==> config.mk <==
export PLATFORM = sky130hd
export DESIGN_NAME = binary_vector_similarity
export DESIGN_NICKNAME = d
export VERILOG_FILES = /design/src/bvs_pkg.sv /design/src/bvs_cfg.sv /design/src/bvs_count.sv /design/src/bvs_div.sv /design/src/binary_vector_similarity.sv
export SDC_FILE = /design/constraint.sdc
export NUM_CORES = 1
export LEC_CHECK = 0
export BUFFER_PORTS_ARGS = -buffer_cell sky130_fd_sc_hd__clkbuf_2
export CAP_MARGIN = 5
export CORE_ASPECT_RATIO = 2
export CORE_UTILIZATION = 29
export CTS_BUF_LIST = sky130_fd_sc_hd__clkbuf_8
export DETAILED_ROUTE_END_ITERATION = 6
export PLACE_DENSITY = 0.55
export SLEW_MARGIN = 5
export SYNTH_ARGS = -nofsm -noshare
export SYNTH_HDL_FRONTEND = slang
export SYNTH_SLANG_ARGS = --single-unit
==> constraint.sdc <==
create_clock -name clock -period 6.1 [get_ports clock]
set_clock_uncertainty 0.15 [all_clocks]
set_input_delay 0.305 -clock clock [delete_from_list [all_inputs] [get_ports clock]]
set_output_delay 0.305 -clock clock [all_outputs]
set_load 0.01 [all_outputs]
==> src/bvs_pkg.sv <==
// Shared types, constants and helper functions of the binary vector similarity block.
`timescale 1ns / 1ps

package bvs_pkg;

   // Field widths of the request and response channels
   localparam int DATA_W  = 64;
   localparam int LEN_W   = 13;
   localparam int RATIO_W = 17;
   localparam int FRAC_W  = 16;

   // Last-word bit count, up to the widest supported word (64)
   localparam int REST_W = 7;

   // Popcount slice handled per cycle
   localparam int CHUNK_W = 8;
   localparam int POP_W   = 4;

   // Register port
   localparam int CSR_DATA_W = 32;
   localparam int CSR_ADDR_W = 3;
   localparam int CSR_IDX_W  = CSR_ADDR_W - 2;
   localparam logic [CSR_IDX_W-1:0] REG_VECTOR_BITS = 1'b0;
   localparam logic [LEN_W-1:0] VECTOR_BITS_RESET = 13'd64;

   // Restoring divider: one quotient bit per step
   localparam int DIV_STEPS = RATIO_W;
   localparam int DIV_CNT_W = 5;

   typedef struct packed {
      logic [DATA_W-1:0] word_a;
      logic [DATA_W-1:0] word_b;
   } req_payload_type;

   typedef struct packed {
      logic [LEN_W-1:0]   match_count;
      logic [LEN_W-1:0]   both_count;
      logic [LEN_W-1:0]   either_count;
      logic [RATIO_W-1:0] jaccard_ratio;
      logic               empty_union;
   } rsp_payload_type;

   // Length information derived from the vector_bits register
   typedef struct packed {
      logic              busy;
      logic [LEN_W-1:0]  len;
      logic [REST_W-1:0] rest;
   } cfg_info_type;

   // Commands from the sequencer to the popcount datapath
   typedef struct packed {
      logic load;
      logic step;
      logic clear;
   } count_ctl_type;

   // Ones in one slice
   function automatic logic [POP_W-1:0] pop_chunk(input logic [CHUNK_W-1:0] v);
      logic [POP_W-1:0] c;
      c = '0;
      for (int i = 0; i < CHUNK_W; i++) begin
         c = c + POP_W'(v[i]);
      end
      return c;
   endfunction

endpackage

==> src/bvs_cfg.sv <==
// Register port and derived vector length / last-word bit count.
`timescale 1ns / 1ps

module bvs_cfg
   import bvs_pkg::*;
#(
   parameter int WORD_BITS = 64,
   parameter int MAX_WORDS = 64
) (
   input  logic                  clock,
   input  logic                  reset,
   input  logic                  psel,
   input  logic                  penable,
   input  logic                  pwrite,
   input  logic [CSR_ADDR_W-1:0] paddr,
   input  logic [CSR_DATA_W-1:0] pwdata,
   output logic [CSR_DATA_W-1:0] prdata,
   output logic                  pready,
   output cfg_info_type          info
);

   localparam int MAX_LEN  = MAX_WORDS * WORD_BITS;
   // Reciprocal of WORD_BITS, exact for 13-bit numerators
   localparam int SHIFT    = 20;
   localparam int RECIP    = ((1 << SHIFT) + WORD_BITS - 1) / WORD_BITS;

   logic [LEN_W-1:0]   vb_ff, vb_in;
   logic [1:0]         upd_ff, upd_in;
   logic [LEN_W-1:0]   len_ff, len_in;
   logic [LEN_W-1:0]   q_ff, q_in;
   logic [REST_W-1:0]  rest_ff, rest_in;
   logic [31:0]        prod;
   logic [LEN_W-1:0]   lm1;
   logic               wr_en;
   logic [CSR_IDX_W-1:0] idx;

   assign pready = 1'b1;
   assign idx    = paddr[CSR_ADDR_W-1:2];
   assign wr_en  = psel && penable && pwrite && pready && (idx == REG_VECTOR_BITS);

   // Register write
   always_comb begin
      vb_in = vb_ff;
      if (wr_en) begin
         vb_in = pwdata[LEN_W-1:0];
      end
   end

   // Readback
   always_comb begin
      prdata = '0;
      if (idx == REG_VECTOR_BITS) begin
         prdata = CSR_DATA_W'(vb_ff);
      end
   end

   // Stage 1: clamp length, number of full words before the last one
   always_comb begin
      if (vb_ff == '0) begin
         len_in = LEN_W'(1);
      end else if (int'(vb_ff) > MAX_LEN) begin
         len_in = LEN_W'(MAX_LEN);
      end else begin
         len_in = vb_ff;
      end
      lm1  = len_in - LEN_W'(1);
      prod = 32'(lm1) * 32'(RECIP);
      q_in = LEN_W'(prod >> SHIFT);
   end

   // Stage 2: bits in the last word
   assign rest_in = REST_W'(int'(len_ff) - int'(q_ff) * WORD_BITS);

   // Busy covers the settling of the derived length and last-word bit count after a write or reset
   always_comb begin
      upd_in = {upd_ff[0], 1'b0};
      if (wr_en) begin
         upd_in = 2'b11;
      end
   end

   always_ff @(posedge clock) begin
      if (reset) begin
         vb_ff  <= VECTOR_BITS_RESET;
         upd_ff <= 2'b11;
      end else begin
         vb_ff  <= vb_in;
         upd_ff <= upd_in;
      end
   end

   always_ff @(posedge clock) begin
      len_ff  <= len_in;
      q_ff    <= q_in;
      rest_ff <= rest_in;
   end

   assign info.busy = |upd_ff;
   assign info.len  = len_ff;
   assign info.rest = rest_ff;

endmodule

==> src/bvs_count.sv <==
// Slice-serial popcount datapath with the three running counts.
`timescale 1ns / 1ps

module bvs_count
   import bvs_pkg::*;
#(
   parameter int WORD_BITS = 64
) (
   input  logic                 clock,
   input  logic                 reset,
   input  count_ctl_type        ctl,
   input  logic [DATA_W-1:0]    word_a,
   input  logic [DATA_W-1:0]    word_b,
   input  logic [WORD_BITS-1:0] mask,
   output logic [LEN_W-1:0]     match_acc,
   output logic [LEN_W-1:0]     both_acc,
   output logic [LEN_W-1:0]     either_acc
);

   localparam int CHUNKS = (WORD_BITS + CHUNK_W - 1) / CHUNK_W;
   localparam int SH_W   = CHUNKS * CHUNK_W;

   logic [SH_W-1:0]  a_ff, a_in, b_ff, b_in, m_ff, m_in;
   logic [LEN_W-1:0] match_ff, match_in, both_ff, both_in, either_ff, either_in;
   logic [CHUNK_W-1:0] ca, cb, cm;

   assign ca = a_ff[CHUNK_W-1:0];
   assign cb = b_ff[CHUNK_W-1:0];
   assign cm = m_ff[CHUNK_W-1:0];

   // Word shifters: load masked words, then drop one slice per step
   always_comb begin
      a_in = a_ff;
      b_in = b_ff;
      m_in = m_ff;
      if (ctl.load) begin
         a_in = SH_W'(word_a[WORD_BITS-1:0] & mask);
         b_in = SH_W'(word_b[WORD_BITS-1:0] & mask);
         m_in = SH_W'(mask);
      end else if (ctl.step) begin
         a_in = a_ff >> CHUNK_W;
         b_in = b_ff >> CHUNK_W;
         m_in = m_ff >> CHUNK_W;
      end
   end

   // Running counts
   always_comb begin
      match_in  = match_ff;
      both_in   = both_ff;
      either_in = either_ff;
      if (ctl.clear) begin
         match_in  = '0;
         both_in   = '0;
         either_in = '0;
      end else if (ctl.step) begin
         match_in  = match_ff + LEN_W'(pop_chunk(~(ca ^ cb) & cm));
         both_in   = both_ff + LEN_W'(pop_chunk(ca & cb));
         either_in = either_ff + LEN_W'(pop_chunk(ca | cb));
      end
   end

   always_ff @(posedge clock) begin
      a_ff <= a_in;
      b_ff <= b_in;
      m_ff <= m_in;
   end

   always_ff @(posedge clock) begin
      if (reset) begin
         match_ff  <= '0;
         both_ff   <= '0;
         either_ff <= '0;
      end else begin
         match_ff  <= match_in;
         both_ff   <= both_in;
         either_ff <= either_in;
      end
   end

   assign match_acc  = match_ff;
   assign both_acc   = both_ff;
   assign either_acc = either_ff;

endmodule

==> src/bvs_div.sv <==
// Restoring divider: both count over either count as a Q1.16 fraction, one bit per cycle.
`timescale 1ns / 1ps

module bvs_div
   import bvs_pkg::*;
(
   input  logic               clock,
   input  logic               reset,
   input  logic               start,
   input  logic [LEN_W-1:0]   dividend,
   input  logic [LEN_W-1:0]   divisor,
   output logic               busy,
   output logic [RATIO_W-1:0] quotient
);

   logic                 busy_ff, busy_in;
   logic [DIV_CNT_W-1:0] cnt_ff, cnt_in;
   logic [LEN_W:0]       rem_ff, rem_in;
   logic [LEN_W-1:0]     dsr_ff, dsr_in;
   logic [RATIO_W-1:0]   q_ff, q_in;
   logic [LEN_W:0]       diff;
   logic                 ge;

   // Shared compare / subtract
   assign ge   = rem_ff >= {1'b0, dsr_ff};
   assign diff = rem_ff - {1'b0, dsr_ff};

   always_comb begin
      busy_in = busy_ff;
      cnt_in  = cnt_ff;
      rem_in  = rem_ff;
      dsr_in  = dsr_ff;
      q_in    = q_ff;
      if (start) begin
         busy_in = 1'b1;
         cnt_in  = DIV_CNT_W'(DIV_STEPS);
         rem_in  = {1'b0, dividend};
         dsr_in  = divisor;
         q_in    = '0;
      end else if (busy_ff) begin
         // Remainder stays below the divisor after each step, so the shift fits
         rem_in  = (ge ? diff : rem_ff) << 1;
         q_in    = {q_ff[RATIO_W-2:0], ge};
         cnt_in  = cnt_ff - DIV_CNT_W'(1);
         busy_in = (cnt_ff != DIV_CNT_W'(1));
      end
   end

   always_ff @(posedge clock) begin
      if (reset) begin
         busy_ff <= 1'b0;
         cnt_ff  <= '0;
      end else begin
         busy_ff <= busy_in;
         cnt_ff  <= cnt_in;
      end
   end

   always_ff @(posedge clock) begin
      rem_ff <= rem_in;
      dsr_ff <= dsr_in;
      q_ff   <= q_in;
   end

   assign busy     = busy_ff;
   assign quotient = q_ff;

endmodule

==> src/binary_vector_similarity.sv <==
// Binary vector similarity: top level with the word sequencer and response register.
//
// Two bit vectors of vector_bits bits arrive as request pairs of words
// (word_a, word_b), lowest word first, bit 0 first. Bits past the vector
// length in the last word are ignored. After the last word one response
// carries the XNOR match count, the AND and OR counts, the Jaccard ratio
// AND/OR as unsigned Q1.16 (65536 is one) and an empty-union flag (ratio 0).
// Requests use valid/ready; one word is taken at a time and req_ready is low
// while it is processed. Each word goes through an 8-bit popcount slice,
// one slice per cycle, in ST_COUNT. On the last word a restoring divider
// adds one quotient bit per cycle, and the response register is loaded in
// ST_DONE after the ST_START and ST_DIVIDE states, once the register is free.
// The response waits in its own register, so a stalled receiver does not
// stop the next vector's words; only the following response waits for it.
// Reset clears the counts and sets vector_bits to 64; req_ready stays low
// after reset and after each vector_bits write while the derived length
// settles. The register sits at byte address 0 of the APB port.
`timescale 1ns / 1ps

module binary_vector_similarity
   import bvs_pkg::*;
#(
   parameter int WORD_BITS = 64,
   parameter int MAX_WORDS = 64
) (
   input  logic                  clock,
   input  logic                  reset,
   input  logic                  req_valid,
   output logic                  req_ready,
   input  req_payload_type       req_payload,
   output logic                  rsp_valid,
   input  logic                  rsp_ready,
   output rsp_payload_type       rsp_payload,
   input  logic                  psel,
   input  logic                  penable,
   input  logic                  pwrite,
   input  logic [CSR_ADDR_W-1:0] paddr,
   input  logic [CSR_DATA_W-1:0] pwdata,
   output logic [CSR_DATA_W-1:0] prdata,
   output logic                  pready
);

   localparam int MAX_LEN = MAX_WORDS * WORD_BITS;
   localparam int POS_W   = $clog2(MAX_LEN + 1);
   localparam int CHUNKS  = (WORD_BITS + CHUNK_W - 1) / CHUNK_W;
   localparam int CNT_W   = (CHUNKS > 1) ? $clog2(CHUNKS) : 1;

   typedef enum logic [4:0] {
      ST_IDLE   = 5'b00001,
      ST_COUNT  = 5'b00010,
      ST_START  = 5'b00100,
      ST_DIVIDE = 5'b01000,
      ST_DONE   = 5'b10000
   } state_type;

   state_type          state_ff, state_in;
   logic [POS_W-1:0]   pos_ff, pos_in;
   logic               last_ff, last_in;
   logic [CNT_W-1:0]   step_ff, step_in;
   logic               rsp_valid_ff, rsp_valid_in;
   rsp_payload_type    rsp_ff, rsp_in;

   cfg_info_type        info;
   count_ctl_type       ctl;
   logic [WORD_BITS-1:0] mask;
   logic [REST_W-1:0]   rest_sel;
   logic                req_fire;
   logic                last_word;
   logic                out_free;
   logic [LEN_W-1:0]    match_acc, both_acc, either_acc;
   logic                div_start, div_busy;
   logic [RATIO_W-1:0]  quotient;

   bvs_cfg #(
      .WORD_BITS(WORD_BITS),
      .MAX_WORDS(MAX_WORDS)
   ) u_cfg (
      .clock  (clock),
      .reset  (reset),
      .psel   (psel),
      .penable(penable),
      .pwrite (pwrite),
      .paddr  (paddr),
      .pwdata (pwdata),
      .prdata (prdata),
      .pready (pready),
      .info   (info)
   );

   bvs_count #(
      .WORD_BITS(WORD_BITS)
   ) u_count (
      .clock     (clock),
      .reset     (reset),
      .ctl       (ctl),
      .word_a    (req_payload.word_a),
      .word_b    (req_payload.word_b),
      .mask      (mask),
      .match_acc (match_acc),
      .both_acc  (both_acc),
      .either_acc(either_acc)
   );

   bvs_div u_div (
      .clock   (clock),
      .reset   (reset),
      .start   (div_start),
      .dividend(both_acc),
      .divisor (either_acc),
      .busy    (div_busy),
      .quotient(quotient)
   );

   assign req_ready = (state_ff == ST_IDLE) && !info.busy;
   assign req_fire  = req_valid && req_ready;
   assign out_free  = !rsp_valid_ff || rsp_ready;

   // Last word: this word reaches the vector end under the current length
   assign last_word = (int'(pos_ff) + WORD_BITS) >= int'(info.len);

   // Bits kept in the last word; past the end the length was shortened mid-vector
   always_comb begin
      if (int'(pos_ff) < int'(info.len)) begin
         rest_sel = REST_W'(int'(info.len) - int'(pos_ff));
      end else begin
         rest_sel = info.rest;
      end
      if (!last_word || (int'(rest_sel) >= WORD_BITS)) begin
         mask = '1;
      end else begin
         mask = (WORD_BITS'(1) << rest_sel) - WORD_BITS'(1);
      end
   end

   // Sequencer
   always_comb begin
      state_in     = state_ff;
      pos_in       = pos_ff;
      last_in      = last_ff;
      step_in      = step_ff;
      rsp_valid_in = rsp_valid_ff;
      rsp_in       = rsp_ff;
      ctl          = '0;
      div_start    = 1'b0;

      if (rsp_valid_ff && rsp_ready) begin
         rsp_valid_in = 1'b0;
      end

      unique case (state_ff)
         ST_IDLE: begin
            if (req_fire) begin
               ctl.load = 1'b1;
               last_in  = last_word;
               pos_in   = last_word ? '0 : POS_W'(int'(pos_ff) + WORD_BITS);
               step_in  = '0;
               state_in = ST_COUNT;
            end
         end
         ST_COUNT: begin
            ctl.step = 1'b1;
            step_in  = step_ff + CNT_W'(1);
            if (step_ff == CNT_W'(CHUNKS - 1)) begin
               state_in = last_ff ? ST_START : ST_IDLE;
            end
         end
         ST_START: begin
            div_start = 1'b1;
            state_in  = ST_DIVIDE;
         end
         ST_DIVIDE: begin
            if (!div_busy) begin
               state_in = ST_DONE;
            end
         end
         ST_DONE: begin
            // Hand the result to the response register, then clear the counts
            if (out_free) begin
               rsp_in.match_count   = match_acc;
               rsp_in.both_count    = both_acc;
               rsp_in.either_count  = either_acc;
               rsp_in.empty_union   = (either_acc == '0);
               rsp_in.jaccard_ratio = (either_acc == '0) ? '0 : quotient;
               rsp_valid_in         = 1'b1;
               ctl.clear            = 1'b1;
               state_in             = ST_IDLE;
            end
         end
         default: begin
            state_in = ST_IDLE;
         end
      endcase
   end

   always_ff @(posedge clock) begin
      if (reset) begin
         state_ff     <= ST_IDLE;
         pos_ff       <= '0;
         last_ff      <= 1'b0;
         step_ff      <= '0;
         rsp_valid_ff <= 1'b0;
      end else begin
         state_ff     <= state_in;
         pos_ff       <= pos_in;
         last_ff      <= last_in;
         step_ff      <= step_in;
         rsp_valid_ff <= rsp_valid_in;
      end
   end

   always_ff @(posedge clock) begin
      rsp_ff <= rsp_in;
   end

   assign rsp_valid   = rsp_valid_ff;
   assign rsp_payload = rsp_ff;

endmodule

==> flow_summary_export.csv <==
group,metric,value,unit
outcome,outcome,"finished clean",
global_route,antenna_found_initial,1,
finish,final_util,36.1,%
timing,post-route-period-util,85.2,%
global_route,grt_pass1_wl,118000,um
synthesis,syn-cell-area,21400,sq um
worst_setup_path,path_delay_family,"compound AO/OA/AOI/OAI gates",
min_path,hold_start,"penable",
synthesis,synthSimpleGateAreaFrac,20.4,%
worst_setup_path,arrival,5.61,ns
worst_setup_path,crit_type,"register to register",
worst_setup_path,r2r_setup_slack,0.90,ns
detailed_routing,wl_per_cell,23.0,um
place,place.gp.congestion,0.989,
synthesis,synth_top_family_by_area,"simple AND/OR/NAND/NOR gates",
place,io_buffers,220,
detailed_routing,viasPerCell,5.14,
synthesis,synthTopCellsByCount,"edfxtp_1 (275), nor2_1 (238), nand2_1 (236)",
cts,cts.sinks,391,
synthesis,yosysMostFrequentCell,"edfxtp_1",
worst_setup_path,crit_path_cell_trace,"inv_1 > ha_1 > nor3_2 > a31o_2 > a21oi_4 > buf_4 > a41oi_1 > o21bai_1 > ha_1 > inv_1 > a311oi_2 > o211a_1 > nand3_1 > a211oi_1 > buf_4 > and2_1",
global_route,gr-total-overflow,0,
cts,cts.htree.levels,2,
synthesis,ys_top_cells_by_area,"edfxtp_1 (39%), dfxtp_1 (11%), ha_1 (4.2%), a21oi_1 (4.2%), nor2_1 (4.2%)",
synthesis,synth_edf_count,275,
timing,fin_setup_tns,0,ns
timing,rsz0062_at_grt,"no",
detailed_routing,ant_nets,0,
global_route,first_global_vias,18483,
synthesis,synth_compound_area_share,13.0,%
synthesis,synthAdderAreaFrac,5.72,%
floorplan,rows,140,
worst_setup_path,r2r-start,"pos_ff[6]$_SDFFE_PP0P_",
synthesis,synth-seq-cells,391,
timing,slew-limit-headroom,23.6,%
timing,worstMarginPinSlew,1.14,ns
worst_setup_path,required,6.52,ns
synthesis,synth_mux_area_share,3.87,%
power_and_ir_drop,vdd_drop_max,0.000178,V
cts,clk_pin_slew,0.06,ns
synthesis,yosysTopAreaCellShare,38.7,%
cts,numCtsBuffers,59,
cts,cts_setup_buffers,0,
worst_setup_path,slowest_stage,"a311oi_2",
global_route,grt_max_degree,136,
finish,fin_nets,2807,
job,drv_cap,0,
floorplan,dieHeight,386,um
finish,area_delta_synth_final,23.3,%
cts,clock_path_buffers,3,
synthesis,yosysUniqueCellTypes,88,
worst_setup_path,reg2reg_depth,16,
power_and_ir_drop,pwr_density_cell,228,nW/um^2
synthesis,syn_area_per_cell,9.80,sq um
power_and_ir_drop,p_leak,10.5,nW
cts,ctsResizeCount,0,
synthesis,synthXorXnorAreaFrac,2.90,%
synthesis,synth_top_cell_by_area,"edfxtp_1",
finish,drive_above_1_share,16.6,%
detailed_routing,drt_iter0_markers,1087,
worst_setup_path,critPathBufInv,4,
min_path,holdPathEnd,"u_cfg.vb_ff[8]$_SDFFE_PP0P_",
power_and_ir_drop,p_total,6.01,mW
timing,drv_slew,0,
floorplan,die-area,74800,sq um
floorplan,fp.dieW,194,um
min_path,hold_depth,4,
detailed_routing,wl,81000,um
synthesis,ys.flop_type,"edfxtp_1",
detailed_routing,drc_errors,0,
detailed_routing,vias,18098,
floorplan,initial_core_util,29.3,%
timing,hold_violations,0,
cts,cts_root_buf,"clkbuf_8",
worst_setup_path,crit_path_start_kind,"register",
detailed_routing,first_pass_iters,5,
synthesis,synth_cells,2180,
worst_setup_path,end_kind,"register",
worst_setup_path,cp_slowest_stage_delay,0.60,ns
worst_setup_path,timing.rr.end,"u_count.b_ff[60]$_SDFFCE_PN0P_",
timing,setup_viol,0,
synthesis,async_flop_share,0,%
cts,cts_tree,"yes",
timing,fmax,192,MHz
synthesis,ys_seq_area_share,49.5,%
place,place_hpwl,61100,um
min_path,hold_class,"primary input to register",
timing,min_period,5.20,ns
floorplan,core_area,72900,sq um
floorplan,pin_count,262,
global_route,grt.total_usage,21.4,%
cts,clock_latency,0.69,ns
synthesis,yosys_warnings,0,
worst_setup_path,path_max_fanout,65,
timing,fin_hold_ws,0.110,ns
[metrics by stage]
stage	instances	setup slack (ns)	cell area, sq um
after floorplan	2200	1.45	21400
after global placement	3267	0.893	23600
after detailed placement	3268	0.876	23600
after CTS	3522	0.880	26300
after global routing	3523	0.570	26300
final	3523	0.902	26300
[worst max-delay path by stage]
stage	start	endpoint	slack (ns)	cells past startpoint
2_1_floorplan	state_ff[0]$_SDFFE_PP1P_	u_count.both_acc[10]$_SDFFE_PP0P_	1.45	7
3_3_place_gp	pos_ff[6]$_SDFFE_PP0P_	u_count.b_ff[60]$_SDFFCE_PN0P_	0.89	16
3_5_place_dp	pos_ff[6]$_SDFFE_PP0P_	u_count.b_ff[60]$_SDFFCE_PN0P_	0.88	16
4_1_cts	pos_ff[6]$_SDFFE_PP0P_	u_count.b_ff[60]$_SDFFCE_PN0P_	0.88	16
5_1_grt	pos_ff[6]$_SDFFE_PP0P_	u_count.m_ff[62]$_SDFFCE_PN0P_	0.57	16
6_report	pos_ff[6]$_SDFFE_PP0P_	u_count.b_ff[60]$_SDFFCE_PN0P_	0.90	16
[power breakdown]
group          switching [mW]  internal, mW  total (mW)
clock                    1.11          1.22        2.33
sequential             0.0266          2.86        2.89
combinational           0.497         0.291       0.788
[worst register-to-register path: cells and delay by family (launching register included)]
kind                     cells  cell delay [ns]
flip-flops                   1             0.46
AND/OR/NAND/NOR              3             0.72
AO/OA/AOI/OAI                7             2.42
adder cells (fa/ha/maj)      2             0.58
buffers and inverters        4             0.74
[sequential cells by signal, indices dropped and copies added (netlist names), 2 cells and up]
register,cells
u_cfg.rest_ff,7
u_div.quotient,17
u_count.both_acc,13
u_cfg.upd_ff,2
u_count.a_ff,64
u_count.b_ff,64
rsp_payload,57
u_cfg.vb_ff,13
u_count.either_acc,13
u_count.match_acc,13
u_count.m_ff,64
pos_ff,7
u_div.rem_ff,14
state_ff,5
step_ff,3
u_div.dsr_ff,13
u_cfg.len_ff,13
u_div.cnt_ff,5
[timing repair]
item                                    in CTS  in global routing
endpoints found under the setup margin       0                  0
hold endpoints to repair                   144                  0
hold buffers                               143                  0
[cell families (layout without fill, tap and decap cells)]
family | after synthesis | in the layout
muxes | 81 | 81
DFF | 391 | 391
xor gates and xnor gates | 70 | 70
AOI/OAI and AO/OA | 432 | 432
adders and majority gates | 88 | 88
buffers and inverters | 227 | 626
other | 2 | 23
and+or+nand+nor | 889 | 889
[per-layer routing]
metal	GRT usage, %	vias to the layer above	routed length [um]
li1	-	8544	-
met1	21.1	8716	28300
met2	40.7	628	42900
met3	2.60	210	3210
met4	16.1	0	6540
met5	0	-	0
[layout make-up]
type	count	area, sq um
Clock inverter	41	298
Fill cell	7336	46500
Tap cell	923	1150
Sequential cell	391	10600
Timing Repair Buffer	428	3070
Multi-Input combinational cell	1582	9940
Inverter	87	327
Antenna cell	1	2.50
Clock buffer	70	963
[cell usage in the layout (no fill, tap or decap), types with 24 or more instances in the layout]
master         netlist  final
or3_1               28     28
xor2_1              26     26
o21ai_0             55     55
inv_1               87    100
dfxtp_1            116    116
nand2b_1            37     37
nor2_1             238    238
nand3_1             54     54
dlygate4sd3_1        0    143
nor3_1              84     84
xnor2_1             43     42
a21o_1              24     24
a31oi_1             38     38
and2_1              30     29
mux2i_1             68     68
nor4_1              30     30
nor2b_1             53     52
clkbuf_8             0     70
buf_4               25     60
a21oi_1            179    179
edfxtp_1           275    275
nand2_1            236    234
ha_1                72     72
clkbuf_2             0    220
Note: power is estimated with default switching activity, not from simulation.
